--- src/hw/rtl/mseu_pkg.sv ---
`timescale 1ns / 1ps
package mseu_pkg;

	typedef enum logic [2:0] {
		ST_OK             = 3'd0,
		ST_SYSCALL        = 3'd1,
		ST_EXIT           = 3'd2,
		ST_ILLEGAL_INSTR  = 3'd3,
		ST_ILLEGAL_SYSCALL = 3'd4,
		ST_MEM_FAULT      = 3'd5,
		ST_HALTED         = 3'd6
	} status_t;

	typedef enum logic [1:0] {
		SZ_BYTE = 2'd0,
		SZ_HALF = 2'd1,
		SZ_WORD = 2'd2
	} size_t;

	localparam logic [31:0] RESET_PC  = 32'h0000_1000;
	localparam logic [31:0] PC_REGION = 32'hf000_0000;

	localparam logic [5:0] OP_SPECIAL = 6'h00;
	localparam logic [5:0] OP_J       = 6'h02;
	localparam logic [5:0] OP_JAL     = 6'h03;
	localparam logic [5:0] OP_BEQ     = 6'h04;
	localparam logic [5:0] OP_BNE     = 6'h05;
	localparam logic [5:0] OP_ADDIU   = 6'h09;
	localparam logic [5:0] OP_SLTI    = 6'h0a;
	localparam logic [5:0] OP_SLTIU   = 6'h0b;
	localparam logic [5:0] OP_ANDI    = 6'h0c;
	localparam logic [5:0] OP_ORI     = 6'h0d;
	localparam logic [5:0] OP_XORI    = 6'h0e;
	localparam logic [5:0] OP_LUI     = 6'h0f;
	localparam logic [5:0] OP_LB      = 6'h20;
	localparam logic [5:0] OP_LH      = 6'h21;
	localparam logic [5:0] OP_LW      = 6'h23;
	localparam logic [5:0] OP_LBU     = 6'h24;
	localparam logic [5:0] OP_LHU     = 6'h25;
	localparam logic [5:0] OP_SB      = 6'h28;
	localparam logic [5:0] OP_SH      = 6'h29;
	localparam logic [5:0] OP_SW      = 6'h2b;

	localparam logic [5:0] FN_SLL     = 6'h00;
	localparam logic [5:0] FN_SRL     = 6'h02;
	localparam logic [5:0] FN_SRA     = 6'h03;
	localparam logic [5:0] FN_JR      = 6'h08;
	localparam logic [5:0] FN_JALR    = 6'h09;
	localparam logic [5:0] FN_SYSCALL = 6'h0c;
	localparam logic [5:0] FN_ADDU    = 6'h21;
	localparam logic [5:0] FN_SUBU    = 6'h23;
	localparam logic [5:0] FN_AND     = 6'h24;
	localparam logic [5:0] FN_OR      = 6'h25;
	localparam logic [5:0] FN_XOR     = 6'h26;
	localparam logic [5:0] FN_NOR     = 6'h27;
	localparam logic [5:0] FN_SLT     = 6'h2a;
	localparam logic [5:0] FN_SLTU    = 6'h2b;

	localparam logic [31:0] SYS_PRINT_INT  = 32'd1;
	localparam logic [31:0] SYS_PRINT_STR  = 32'd4;
	localparam logic [31:0] SYS_EXIT       = 32'd10;
	localparam logic [31:0] SYS_PRINT_CHAR = 32'd11;

	localparam logic [4:0] REG_ZERO     = 5'd0;
	localparam logic [4:0] REG_SYS_CODE = 5'd2;
	localparam logic [4:0] REG_SYS_ARG  = 5'd4;
	localparam logic [4:0] REG_RA       = 5'd31;

	typedef struct packed {
		logic [31:0] npc;
		status_t     status;
		logic        wb_valid;
		logic [4:0]  wb_reg;
		logic [31:0] wb_value;
		logic        sys_out;
		logic        ld_issue;
		logic        st_en;
		logic        halt_set;
		logic [31:0] addr;
		logic [3:0]  byte_en;
		logic [31:0] st_data;
	} exec_t;

endpackage

--- src/hw/rtl/mseu_regfile.sv ---
`timescale 1ns / 1ps
module mseu_regfile import mseu_pkg::*; (
	input  logic        clk,
	input  logic        arst_n,
	input  logic        rd_en,
	input  logic [4:0]  ra,
	input  logic [4:0]  rb,
	input  logic        we,
	input  logic [4:0]  wa,
	input  logic [31:0] wd,
	input  logic        clr_en,
	input  logic [4:0]  clr_idx,
	output logic [31:0] a_q,
	output logic [31:0] b_q,
	output logic [31:0] r2_q,
	output logic [31:0] r4_q
);

	logic [31:0] rf [32];

	always_ff @(posedge clk) begin
		if (clr_en) begin
			rf[clr_idx] <= '0;
		end else if (we) begin
			rf[wa] <= wd;
		end
	end

	// A write landing at the same edge as the read is forwarded.
	always_ff @(posedge clk) begin
		if (rd_en) begin
			a_q <= (we && wa == ra) ? wd : rf[ra];
			b_q <= (we && wa == rb) ? wd : rf[rb];
		end
	end

	always_ff @(posedge clk or negedge arst_n) begin
		if (!arst_n) begin
			r2_q <= '0;
			r4_q <= '0;
		end else if (we) begin
			if (wa == REG_SYS_CODE) r2_q <= wd;
			if (wa == REG_SYS_ARG) r4_q <= wd;
		end
	end

endmodule

--- config.mk ---
export PLATFORM = sky130hd
export DESIGN_NAME = mseu_regfile
export DESIGN_NICKNAME = d
export VERILOG_FILES = /design/src/hw/rtl/mseu_pkg.sv /design/src/hw/rtl/mseu_regfile.sv
export SDC_FILE = /design/constraint.sdc
export NUM_CORES = 1
export LEC_CHECK = 0
export BUFFER_PORTS_ARGS = -buffer_cell sky130_fd_sc_hd__buf_2
export CELL_PAD_IN_SITES_DETAIL_PLACEMENT = 1
export CELL_PAD_IN_SITES_GLOBAL_PLACEMENT = 1
export CORE_ASPECT_RATIO = 1.25
export CORE_MARGIN = 10
export CORE_UTILIZATION = 35
export DETAILED_ROUTE_END_ITERATION = 8
export MAX_ROUTING_LAYER = met4
export PLACE_DENSITY = 0.64
export RECOVER_POWER = 50
export SLEW_MARGIN = 20
export SYNTH_ARGS = -nofsm -noshare
export SYNTH_HDL_FRONTEND = slang
export SYNTH_SLANG_ARGS = --single-unit
--- constraint.sdc ---
create_clock -name clk -period 1.4 [get_ports clk]
set_clock_uncertainty 0.15 [all_clocks]
set_input_delay 0.21 -clock clk [delete_from_list [all_inputs] [get_ports clk]]
set_output_delay 0.21 -clock clk [all_outputs]
set_load 0.01 [all_outputs]
### Word level (Yosys, flattened, before mapping)

Memory sizes are Yosys's and may differ from the RTL's.
Index checks and enable logic that the tools add are counted.

| storage, ports and cells | value |
|---|---|
| bits in registers | 128 |
| memory bits (writable) | 1,024 |
| input bits | 57 |
| logic and storage cells | 24 |
| memories kept | 1 |

Memory list:

| name | words | width | rd ports | clocked after memory_dff | wr ports | line | text |
|---|---|---|---|---|---|---|---|
| rf | 32 | 32 | 2 | 0 | 1 | mseu_regfile.sv:19 | `logic [31:0] rf [32];` |

| cells by class | value |
|---|---|
| equality and inequality tests | 4 |
| mux-type cells | 10 |
| reduce and logical (&&, ||, !) cells | 5 |

Operators with widths:

| operator | number |
|---|---|
| $mux W32 | 3 |
| $reduce_or A32 Y1 | 1 |
| $eq A5 B5 Y1 | 2 |
| $mux W1 | 6 |
| $eq A5 B2 Y1 const B | 1 |
| $eq A5 B3 Y1 const B | 1 |
| $mux W5 | 1 |
| $reduce_and A2 Y1 | 2 |
| $logic_and A1 B1 Y1 | 2 |

### Logic depth before layout (Yosys ltp)

| depth | value |
|---|---|
| depth in word-level cells | 5 |
| depth in mapped cells | 8 |
| depth with buffers taken out | 5 |

### Worst setup path before layout

Ideal clock, no wire load.

| path | value |
|---|---|
| path kind | input port to flip-flop |
| from | in clr_en |
| to | mem rf[18][0], enable pin |
| setup time | 421 ps |
| data arrival time | 2,838 ps |
| required time | 829 ps |
| path slack | -2,009 ps |
| stages | 7 |
| path buffers | 2 |
| cells stage by stage | buf_2 -> nor2b_1 -> clkbuf_1 -> mux2i_1 -> nor2b_1 -> nand2_1 -> nor2_1 |

| between the ends | value |
|---|---|
| word-level cells in the longest chain between the ends | 4 |
| elaborated cells on any way between the ends | 7 |
| those cells by class | mux (6); reduce/logical (1) |

RTL lines:

| item | line | text |
|---|---|---|
| start, declared | mseu_regfile.sv:11 | `input logic clr_en,` |
| $mux W1 | mseu_regfile.sv:22 | `if (clr_en) begin` |
| $mux W1 (implied by the code) | mseu_regfile.sv:25 | `rf[wa] <= wd;` |
| $reduce_or A32 Y1 (no source line) | -- |  |
| $mux W5 (no source line) or $mux W1 (tied branches) | -- |  |
| end, declared | mseu_regfile.sv:19 |  |

Parallel ways exist; a longest one is shown, timed or not.

### Worst setup path in the final report

| path | value |
|---|---|
| from | reg b_q[0] |
| to | out b_q[0] |

RTL lines:

| item | line | text |
|---|---|---|
| start, declared | mseu_regfile.sv:14 | `output logic [31:0] b_q,` |
| start signal, assigned | mseu_regfile.sv:33 | `b_q <= (we && wa == rb) ? wd : rf[rb];` |

No word-level cell between the ends.

==> run_results.csv <==
group,metric,value,unit
status,status,"finished with violations",
status,violations,"negative setup slack",
placed_design,io_buffers,184,
power_and_ir_drop,internal-power,61830,µW
job,maxCapViolCount,0,
timing,finalCritPeriodShare,133.1,%
logic_synthesis,postSynth.asyncResetShare,5.556,%
grt,antenna_found_initial,5,
timing,slew_headroom,40.03,%
logic_synthesis,syn_inst,3476,
floorplanning,die_y,459.7,µm
worst_setup_path,critPathMaxFanout,1,
route,vias,37520,
logic_synthesis,syn_area,54130,µm²
cells_and_area,synthToLayoutAreaGrowth,30.99,%
worst_hold_path,hold_class,"in -> reg",
floorplanning,start_util,35.17,%
worst_setup_path,critPathMaxStageDelay,0.55,ns
logic_synthesis,synth_fp_nets,3533,
route,wl_per_cell,33.72,µm
placed_design,dpl_cell_area,62800,µm²
clock_network,clk_pin_slew,0.07,ns
logic_synthesis,synth_ff_type,"edfxtp_1",
grt,grt_pass1_vias,39170,
power_and_ir_drop,combPwrFrac,11.7,%
floorplanning,die_w,371.8,µm
worst_setup_path,worstReg2RegStart,"rf[13][28]",
logic_synthesis,synth.most_common_cell,"edfxtp_1",
placed_design,hpwl,129500,µm
logic_synthesis,yosysTopAreaCellShare,60.36,%
placed_design,dp_cells,5961,
worst_setup_path,cp_top_family,"flip-flops",
placed_design,gp_congestion,0.8577,
grt,gr-total-overflow,0,
worst_setup_path,cp.required,1.04,ns
power_and_ir_drop,power_frac_clock,40.1,%
logic_synthesis,ys_types,35,
logic_synthesis,synth.area.top_cells,"edfxtp_1 (60%), mux2i_1 (19%), a22oi_1 (3.6%)",
worst_setup_path,end_kind,"primary output",
timing,hold_violations,0,
power_and_ir_drop,peakVddDrop,0.001008,V
timing,drv_slew,0,
timing,setup_violations,2322,
cells_and_area,fin_nets,4254,
cells_and_area,drive_gt1_share,32.18,%
timing,fin_tns_setup,-456.77,ns
timing,rsz0062_at_grt,"true",
clock_network,numCtsBuffers,118,
clock_network,clock_sinks,1152,
worst_setup_path,critPathLaunchType,"flip-flop",
logic_synthesis,yosysTopAreaCell,"edfxtp_1",
grt,track_usage,24.40,%
power_and_ir_drop,leakage,0.02491,µW
grt,grt_pass1_wl,293300,µm
logic_synthesis,synthTopCellsByCount,"edfxtp_1 (1088), mux2i_1 (1027), a22oi_1 (256)",
grt,grt_start_max_net_pins,37,
route,vias_per_cell,5.915,
route,drc_errors,0,
clock_network,htreeDepth,3,
route,drt-initial-drc-count,3684,
floorplanning,dieArea,170900,µm²
worst_hold_path,min_from,"wd[8]",
cells_and_area,fill_cells,14910,
clock_network,clock_path_buffers,3,
worst_setup_path,crit_path_top_delay_cell,"edfxtp_1",
cells_and_area,instances_no_fill,6342,
power_and_ir_drop,seqPwrFrac,48.2,%
worst_setup_path,crit_chain,"buf_6",
clock_network,tritoncts,"built",
route,dr.pass1.iters,5,
cells_and_area,design_area,70910,µm²
logic_synthesis,synth_enable_flop_cells,1088,
clock_network,clk_latency,0.74,ns
floorplanning,core-area,153900,µm²
logic_synthesis,synth-seq-cells,1152,
timing,fin_ws,-0.4635,ns
power_and_ir_drop,power,81860,µW
logic_synthesis,synth-warning-count,0,
worst_setup_path,crit_type,"reg -> out",
worst_setup_path,crit_buf_inv,1,
power_and_ir_drop,pwr_density_cell,1154,nW/µm²
route,routed_wl,213900,µm
route,drtAntennaViolNets,0,
floorplanning,rows,161,
worst_setup_path,crit_start,"b_q[0]",
logic_synthesis,syn_avg_cell_area,15.57,µm²
logic_synthesis,ys_seq_area_share,63.31,%
timing,tightest_slew,0.8995,ns
clock_network,root_buffer,"clkbuf_16",
timing,min_period,1.864,ns
worst_setup_path,cp.arrival,1.50,ns
timing,fmax,536.6,MHz
power_and_ir_drop,switching_power,20030,µW
floorplanning,ios,185,
power_and_ir_drop,swShare,24.47,%
sequential cells by signal, indices dropped and copies added (netlist names):
| register | flops |
|---|---|
| a_q | 32 |
| r2_q | 32 |
| b_q | 32 |
| rf | 1024 |
| r4_q | 32 |
power groups by stage:
stage / Combinational (µW) / Sequential [µW] / Clock, µW
finish: 9590 / 39400 / 32800
global route: 9980 / 39500 / 34600
CTS: 9190 / 39400 / 33300
detailed placement: 8410 / 40100 / 0
global placement: 8310 / 40000 / 0
floorplan: 3950 / 40200 / 0
timing repair:
action,CTS,global route
hold buffers,36,0
buffers inserted,55,36
resized for setup,258,131
cloned,25,19
hold endpoints to repair,1217,0
endpoints found under the setup margin,2172,2260
pin swaps,123,68
metal layers:
layer,vias to the layer above,global-route usage [%],wire length (µm)
met5,-,-,0
met2,1605,40.28,104300
met1,19750,29.75,84720
met3,463,3.451,13320
met4,0,10.43,11530
li1,15700,-,-
path summary, 6_finish.rpt:
| path | end | cells past startpoint | slack (ns) |
|---|---|---|---|
| min in group asynchronous | r2_q[20] | 3 | 0.48 |
| min reg2reg | r2_q[19] | 1 | 0.35 |
| max reg2reg | b_q[28] | 5 | -0.42 |
| max | b_q[0] | 1 | -0.46 |
| min | r2_q[8] | 3 | 0.17 |
| max in group asynchronous | r2_q[27] | 4 | 0.05 |
cell usage in the layout, fill, tap and decap left out, types with 52 or more instances in the layout:
| cell type | Yosys | final |
|---|---|---|
| buf_12 | 0 | 216 |
| buf_6 | 50 | 84 |
| dfrtp_1 | 64 | 64 |
| edfxtp_1 | 1088 | 1088 |
| clkbuf_16 | 0 | 138 |
| a22o_1 | 128 | 128 |
| mux2_2 | 65 | 64 |
| buf_2 | 33 | 130 |
| o41ai_2 | 64 | 52 |
| a22oi_1 | 256 | 256 |
| a221oi_2 | 0 | 123 |
| mux2i_1 | 1027 | 1022 |
| buf_4 | 40 | 351 |
| a21oi_1 | 129 | 127 |
| nand2_1 | 74 | 66 |
layout make-up:
class / count / area (µm²) / area share (%)
clock buffer: 155 / 3237 / 4.565
timing repair buffer: 880 / 10250 / 14.45
inverter: 1 / 3.754 / 0.005294
sequential: 1152 / 34270 / 48.33
tap: 2037 / 2549 / 3.594
clock inverter: 66 / 709.4 / 1.000
multi-input combinational: 2044 / 19870 / 28.02
antenna: 7 / 17.52 / 0.02470
kinds of logic (layout without fill, tap and decap cells):
logic type | Yosys count | after routing | share of synthesized area, %
AO/OA/AOI/OAI | 772 | 772 | 11.59
XOR/XNOR | 10 | 10 | 0.1618
buffers and inverters | 280 | 1102 | 3.127
flip-flops | 1152 | 1152 | 63.31
multiplexers | 1092 | 1092 | 20.34
other | 0 | 7 | 0
AND/OR/NAND/NOR | 170 | 170 | 1.465
per-stage QoR:
| step | utilization (%) | setup WS (ns) | hold WS [ns] |
|---|---|---|---|
| finish | 46.07 | -0.4635 | 0.1728 |
| global route | 46.07 | -0.5103 | 0.1908 |
| CTS | 45.37 | -0.4948 | 0.09410 |
| detailed placement | 40.80 | -1.044 | -0.03688 |
| global placement | 40.80 | -1.113 | -0.04366 |
| floorplan | - | -0.9723 | -0.2356 |
No activity file was read; power rests on OpenSTA's default activity.
